## config.mk

```make
export PLATFORM = sky130hd
export DESIGN_NAME = sorted_list_insert_remove_top
export DESIGN_NICKNAME = d
export VERILOG_FILES = /design/src/rtl/slist_pkg.sv /design/src/rtl/slist_cell.sv /design/src/rtl/sorted_list_insert_remove_top.sv
export SDC_FILE = /design/constraint.sdc
export NUM_CORES = 2
export LEC_CHECK = 0
export ABC_AREA = 1
export BUFFER_PORTS_ARGS = -buffer_cell sky130_fd_sc_hd__buf_2
export CAP_MARGIN = 25
export CORE_ASPECT_RATIO = 0.7
export CORE_UTILIZATION = 45
export CTS_CLUSTER_SIZE = 30
export DETAILED_ROUTE_END_ITERATION = 10
export SETUP_SLACK_MARGIN = 0.15
export SLEW_MARGIN = 20
export SYNTH_ARGS = -nofsm -noshare
export SYNTH_HDL_FRONTEND = slang
export SYNTH_SLANG_ARGS = --single-unit
```

## constraint.sdc

```tcl
create_clock -name i_clk -period 10.9 [get_ports i_clk]
set_clock_uncertainty 0.2 [all_clocks]
set_input_delay 2.18 -clock i_clk [delete_from_list [all_inputs] [get_ports i_clk]]
set_output_delay 2.18 -clock i_clk [all_outputs]
set_load 0.005 [all_outputs]
```

## src/rtl/slist_pkg.sv

```systemverilog
`timescale 1ns / 1ps

package slist_pkg;

    // Default capacity of the list
    localparam int DEPTH_DEFAULT = 16;

    // Operation codes
    localparam logic [1:0] OP_INSERT = 2'd0;
    localparam logic [1:0] OP_REMOVE = 2'd1;
    localparam logic [1:0] OP_FIND   = 2'd2;

    typedef struct packed {
        logic [1:0]         opcode;
        logic signed [31:0] value;
    } t_req;

    typedef struct packed {
        logic       ok;
        logic [3:0] position;
        logic [4:0] count;
    } t_rsp;

    // Update strobes broadcast to every cell: compare in the compare cycle, insert and remove in the apply cycle
    typedef struct packed {
        logic cmp;
        logic ins;
        logic rem;
    } t_cell_ctrl;

endpackage

```

## src/rtl/slist_cell.sv

```systemverilog
`timescale 1ns / 1ps

module slist_cell
    import slist_pkg::*;
(
    input  logic               i_clk,
    input  t_cell_ctrl         i_ctrl,
    input  logic               i_occupied,
    input  logic signed [31:0] i_value,
    input  logic signed [31:0] i_prev_entry,
    input  logic signed [31:0] i_next_entry,
    input  logic               i_prev_le,
    input  logic               i_prev_lt,
    output logic signed [31:0] o_entry,
    output logic               o_le,
    output logic               o_lt,
    output logic               o_ins_hot,
    output logic               o_match
);

    logic signed [31:0] r_entry;
    logic signed [31:0] n_entry;
    logic               r_le;
    logic               r_lt;

    // Compare stage: an empty cell counts as greater than any value
    always_ff @(posedge i_clk) begin
        if (i_ctrl.cmp) begin
            r_le <= i_occupied && (r_entry <= i_value);
            r_lt <= i_occupied && (r_entry <  i_value);
        end
    end

    // Shift stage: take from the left on insert, from the right on remove
    always_comb begin
        n_entry = r_entry;
        if (i_ctrl.ins && !r_le) begin
            n_entry = i_prev_le ? i_value : i_prev_entry;
        end else if (i_ctrl.rem && !r_lt) begin
            n_entry = i_next_entry;
        end
    end

    always_ff @(posedge i_clk) begin
        r_entry <= n_entry;
    end

    assign o_entry   = r_entry;
    assign o_le      = r_le;
    assign o_lt      = r_lt;
    assign o_ins_hot = !r_le && i_prev_le;
    assign o_match   = r_le && !r_lt && i_prev_lt;

endmodule

```

## src/rtl/sorted_list_insert_remove_top.sv

```systemverilog
`timescale 1ns / 1ps

// Sorted list of signed 32-bit values, kept in ascending order in a row of
// DEPTH cells. Each request carries an opcode (insert, remove first match,
// find first match) and a value; each request yields exactly one response
// with a success flag, the index concerned and the entry count afterwards.
// Both channels use valid/ready; a transfer happens when both are high.
// A request is registered, then a compare cycle in every cell and an
// apply cycle that shifts the row and loads the output register yield its
// response. The compare-then-shift sequence over the cell row sets the
// pace: the next request is taken in the apply cycle of the current one.
// Stall: the response sits in an output register; while the receiver holds
// ready low and that register is full, the apply cycle waits and the list
// is left untouched. Reset clears the entry count and the control state;
// the cell contents are undefined until written and are never read beyond
// the count.
module sorted_list_insert_remove_top
    import slist_pkg::*;
#(
    parameter int DEPTH = DEPTH_DEFAULT
)
(
    input  logic i_clk,
    input  logic i_rst_n,
    input  logic i_in_valid,
    output logic o_in_ready,
    input  t_req i_in_data,
    output logic o_out_valid,
    input  logic i_out_ready,
    output t_rsp o_out_data
);

    localparam int IDX_W = (DEPTH > 1) ? $clog2(DEPTH) : 1;
    localparam int CNT_W = $clog2(DEPTH + 1);

    typedef enum logic [2:0] {
        S_IDLE  = 3'b001,
        S_CMP   = 3'b010,
        S_APPLY = 3'b100
    } t_state;

    t_state r_state, n_state;
    t_req   r_req;
    logic [CNT_W-1:0] r_count, n_count;
    logic   r_out_valid;
    t_rsp   r_out_data, n_out_data;

    logic in_fire, commit, full, found;
    logic [IDX_W-1:0] ins_pos, rem_pos;
    t_cell_ctrl ctrl;

    logic signed [31:0] cell_entry [DEPTH];
    logic [DEPTH-1:0] cell_le, cell_lt, cell_ins_hot, cell_match;

    // Free to take a request when idle, or when the current one commits
    assign commit     = (r_state == S_APPLY) && (!r_out_valid || i_out_ready);
    assign o_in_ready = (r_state == S_IDLE) || commit;
    assign in_fire    = i_in_valid && o_in_ready;
    assign full       = (r_count == CNT_W'(DEPTH));

    // Sequencer
    always_comb begin
        n_state = r_state;
        unique case (r_state)
            S_IDLE:  if (in_fire) n_state = S_CMP;
            S_CMP:   n_state = S_APPLY;
            S_APPLY: begin
                if (in_fire) begin
                    n_state = S_CMP;
                end else if (commit) begin
                    n_state = S_IDLE;
                end
            end
            default: n_state = S_IDLE;
        endcase
    end

    always_ff @(posedge i_clk) begin
        if (!i_rst_n) begin
            r_state <= S_IDLE;
        end else begin
            r_state <= n_state;
        end
    end

    // Hold the request for the compare and apply cycles
    always_ff @(posedge i_clk) begin
        if (in_fire) begin
            r_req <= i_in_data;
        end
    end

    // Cell row: each cell talks only to its neighbours
    for (genvar g = 0; g < DEPTH; g++) begin : g_cell
        logic signed [31:0] prev_entry, next_entry;
        logic               prev_le, prev_lt;

        if (g == 0) begin : g_first
            assign prev_entry = cell_entry[g];
            assign prev_le    = 1'b1;
            assign prev_lt    = 1'b1;
        end else begin : g_inner
            assign prev_entry = cell_entry[g-1];
            assign prev_le    = cell_le[g-1];
            assign prev_lt    = cell_lt[g-1];
        end

        if (g == DEPTH - 1) begin : g_last
            assign next_entry = cell_entry[g];
        end else begin : g_body
            assign next_entry = cell_entry[g+1];
        end

        slist_cell u_cell (
            .i_clk        (i_clk),
            .i_ctrl       (ctrl),
            .i_occupied   (CNT_W'(g) < r_count),
            .i_value      (r_req.value),
            .i_prev_entry (prev_entry),
            .i_next_entry (next_entry),
            .i_prev_le    (prev_le),
            .i_prev_lt    (prev_lt),
            .o_entry      (cell_entry[g]),
            .o_le         (cell_le[g]),
            .o_lt         (cell_lt[g]),
            .o_ins_hot    (cell_ins_hot[g]),
            .o_match      (cell_match[g])
        );
    end

    // Encode the one-hot boundary flags into indices
    always_comb begin
        ins_pos = '0;
        rem_pos = '0;
        for (int k = 0; k < DEPTH; k++) begin
            if (cell_ins_hot[k]) ins_pos |= IDX_W'(k);
            if (cell_match[k])   rem_pos |= IDX_W'(k);
        end
    end

    assign found = |cell_match;

    // Cell strobes: shift only when the operation succeeds
    always_comb begin
        ctrl.cmp = (r_state == S_CMP);
        ctrl.ins = commit && (r_req.opcode == OP_INSERT) && !full;
        ctrl.rem = commit && (r_req.opcode == OP_REMOVE) && found;
    end

    // Response and next count
    always_comb begin
        n_count             = r_count;
        n_out_data.ok       = 1'b0;
        n_out_data.position = '0;
        case (r_req.opcode)
            OP_INSERT: begin
                if (!full) begin
                    n_count             = r_count + CNT_W'(1);
                    n_out_data.ok       = 1'b1;
                    n_out_data.position = 4'(ins_pos);
                end
            end
            OP_REMOVE: begin
                if (found) begin
                    n_count             = r_count - CNT_W'(1);
                    n_out_data.ok       = 1'b1;
                    n_out_data.position = 4'(rem_pos);
                end
            end
            OP_FIND: begin
                if (found) begin
                    n_out_data.ok       = 1'b1;
                    n_out_data.position = 4'(rem_pos);
                end
            end
            default: begin
                n_count = r_count;
            end
        endcase
        n_out_data.count = 5'(n_count);
    end

    always_ff @(posedge i_clk) begin
        if (!i_rst_n) begin
            r_count <= '0;
        end else if (commit) begin
            r_count <= n_count;
        end
    end

    // Output register: load on commit, drop once taken
    always_ff @(posedge i_clk) begin
        if (!i_rst_n) begin
            r_out_valid <= 1'b0;
        end else if (commit) begin
            r_out_valid <= 1'b1;
        end else if (i_out_ready) begin
            r_out_valid <= 1'b0;
        end
    end

    always_ff @(posedge i_clk) begin
        if (commit) begin
            r_out_data <= n_out_data;
        end
    end

    assign o_out_valid = r_out_valid;
    assign o_out_data  = r_out_data;

endmodule

```

==> impl_results.md <==
* Outcome: finished clean
* Synth Cell Area at slightly above 40000 sq um
* Slowest cell on crit path: nor2_1
* Startpoint types: input port
* Synth warn at 0
* I/O pin count at 50
* Router iterations before antenna repair at 6
* Synth area leaders: edfxtp_1 43%, ha_1 16%, nand2_1 14%
* Gate power share at 10.5%
* Worst setup startpoint: i_out_ready
* GRT Residual Overflow at 0
* Routed Wire Length at around 110000 microns
* Share of the yosys chip area belonging to registers at a little over two fifths
* Actual slew at the worst max-slew pin at 1.10 ns
* Peak supply drop at 0.116 mV
* Buffers on Ports at 49
* Vias in the first global route at 30800
* FP Rows at 91
* Final slew viol count at 0
* Post-route cell area at about 45000 sq um
* Power per Cell Area at 121 nW/um^2
* Power share of the clock group at between 40% and 50%
* Clock buffer depth at 3
* H-tree depth at 3
* WHS Path Cells at 2
* Vert. Die Dim at 254 microns
* Final net count at ~5300
* Crit-path max FO at 18
* Post-synth top flop: edfxtp_1
* CTS tree: yes
* CTS Hold Buffers Added at 0
* Ant. Diodes at 0
* Setup tns final at 0 ns
* DR vias/cell at between 5 and 6
* Bufs and invs on worst path at 3
* Synth area leader: edfxtp_1
* Critical Path Sink Type: output pin
* R2R Path End: g_cell[14].u_cell.o_entry[10]
* Final critical-path required period at around 5.5 ns
* Final-report hold violation count at 0
* Hold EP: g_cell[15].u_cell.o_entry[2]
* Net Count, Synth at ~5400
* Resized cells post-CTS at 0
* Root buffer cell: clkbuf_16
* Worst skew pair latency at between 0.6 and 0.7 ns
* Final HPWL DP at 83100 microns
* Commonest non-fill, non-tap cell in the layout: nand2_1
* Clock Sinks at around 600
* DRC at 0
* Total GRT Usage at between 20% and 30%
* Fin util at around half
* Cells along the critical path: buf_2 -> nor2_1 -> nor2_8 -> inv_2 -> nand2_1 -> buf_2
* Max-Cap Viols at 0
* Layout cell share with drive strength beyond 1 at between 5 and 6%
* Mean routed wirelength per cell at around 19 microns
* Core ar. at between 80000 and 90000 sq um
* FF-to-FF Start: r_count[0]
* First-pass GRT wire length at 175000 microns
* Number of flops mapped to enable cells by yosys at around 590
* Most frequent cells in the layout: 1486 x nand2_1, 856 x o21ai_0, 588 x edfxtp_1
* Worst EP required at 8.52 ns
* Net Sw Frac at roughly 26%
* Post-synthesis cell count at just under 5000
* Final ANT Viol Nets at 0
* Die area at just over 90000 sq um
* FF+latch count, synth at about 600
* Yosys cell types at 41
* Sequential Power Share at between 40% and 50%
* Post-synth top area share at a little over two fifths
* Syn_area_per_cell at between 8 and 9 sq um
* Post-synthesis async set-or-reset flop share at 0%
* Area of placed instances at 42200 sq um
* Pint at ~4.0 mW
* 1st-iter DRT viols at about 3100
* Worst min path class: reg2reg
* Initial Utilization at a little under half
* FF-to-FF setup slack at approximately 7 ns
* R2R depth at 12
* RePlAce Congestion at ~0.85
* Detailed-route via count at approximately 33000
* Top cell by count, worst path: buf_2
* Leak at roughly 19 nW
* Area delta synth->final at 9.24%
* Arrival @ worst endpoint at 3.11 ns
* Total CTS buffers at 69
* Final Cycle Share at between 50% and 60%
* Initial antenna violation count at 0
* Worst slew margin at between 20% and 30%
* CP max stage delay at roughly 0.35 ns
* WS Path Type: in2out
* Die width at between 300 and 400 microns
* Unrepaired setup endpoints after global routing: false
* Worst-path clk slew at roughly 0.060 ns
* Max Freq at approximately 180 MHz
* Sw Pwr at 1.39 mW
* Final setup viols at 0
* HP Start: r_req[2]
* CP delay by family, top: simple AND/OR/NAND/NOR gates
* Post-CTS Setup Bufs at 0
* Largest net degree at the start of global routing at 70
## sequential cells by signal (all words and copies together) (netlist names)
| register | flops |
|---|---|
| g_cell.u_cell.o_entry | 512 |
| g_cell.u_cell.o_le | 16 |
| r_req | 34 |
| r_state | 3 |
| r_count | 5 |
| o_out_data | 10 |
| o_out_valid | 1 |
| g_cell.u_cell.o_lt | 16 |
## synth_stat cells (36+ instances only)
cell type / instances
nand2_1: 1487
o21ai_0: 870
edfxtp_1: 588
ha_1: 518
inv_1: 258
a21oi_1: 246
clkbuf_1: 163
nor2_1: 159
o21ai_1: 134
nand3_1: 93
nand4_1: 48
o211ai_1: 45
buf_2: 36
## power by group through the flow
stage	registers, mW	clock network [mW]	logic, mW
6_report	2.53	2.31	0.568
5_1_grt	2.53	2.43	0.658
4_1_cts	2.53	2.35	0.564
3_5_place_dp	2.58	0	0.560
3_3_place_gp	2.58	0	0.543
2_1_floorplan	2.57	0	0.395
## tightest hold or removal path, delay by kind of cell (launching register included)
| family | cells | cell delay (ns) |
|---|---|---|
| AOI/OAI and AO/OA | 1 | 0.06 |
| DFF | 1 | 0.34 |
| and+or+nand+nor | 1 | 0.05 |
## through the flow
stage	setup slack [ns]	std cells	total power, mW	hold slack, ns
final	5.41	6036	5.40	0.355
after global routing	5.27	6036	5.62	0.389
after CTS	5.40	6025	5.45	0.356
after detailed placement	5.35	5910	3.14	0.343
after global placement	5.40	5908	3.12	0.336
after floorplan	5.05	4815	2.96	0.322
## layout make-up
type                            count  area (sq um)
Timing Repair Buffer              130          1050
Sequential cell                   597         17800
Fill cell                        8376         44400
Clock inverter                     32           250
Inverter                          274          1030
Clock buffer                       83          1860
Tap cell                         1209          1510
Multi-Input combinational cell   3711         21000
## worst max path at each step
stage                                              to  slack [ns]  cells after the start
after floorplan           g_cell[0].u_cell.o_entry[0]        5.05                      5
after global placement                     o_in_ready        5.40                      6
after detailed placement  g_cell[2].u_cell.o_entry[9]        5.35                     10
after CTS                                  o_in_ready        5.40                      6
after global routing                       o_in_ready        5.27                      6
final                                      o_in_ready        5.41                      6
## cell families after synthesis
logic type	synth area share [%]
AO/OA/AOI/OAI	17.3
XOR/XNOR	0.0430
adder cells (fa/ha/maj)	15.9
buffers and inverters	5.11
flip-flops	43.8
AND/OR/NAND/NOR	17.9
## routing by layer
layer | GRT usage [%] | routed length [microns] | part of all wire, % | up-vias
met5 | 0 | 0 | 0 | -
met4 | 5.02 | 1750 | 1.6 | 0
met3 | 4.28 | 8510 | 7.6 | 132
met2 | 34.8 | 45000 | 40 | 951
met1 | 38.4 | 57300 | 51 | 15300
li1 | - | - | - | 16800
No activity file was read; power rests on OpenSTA's default activity.
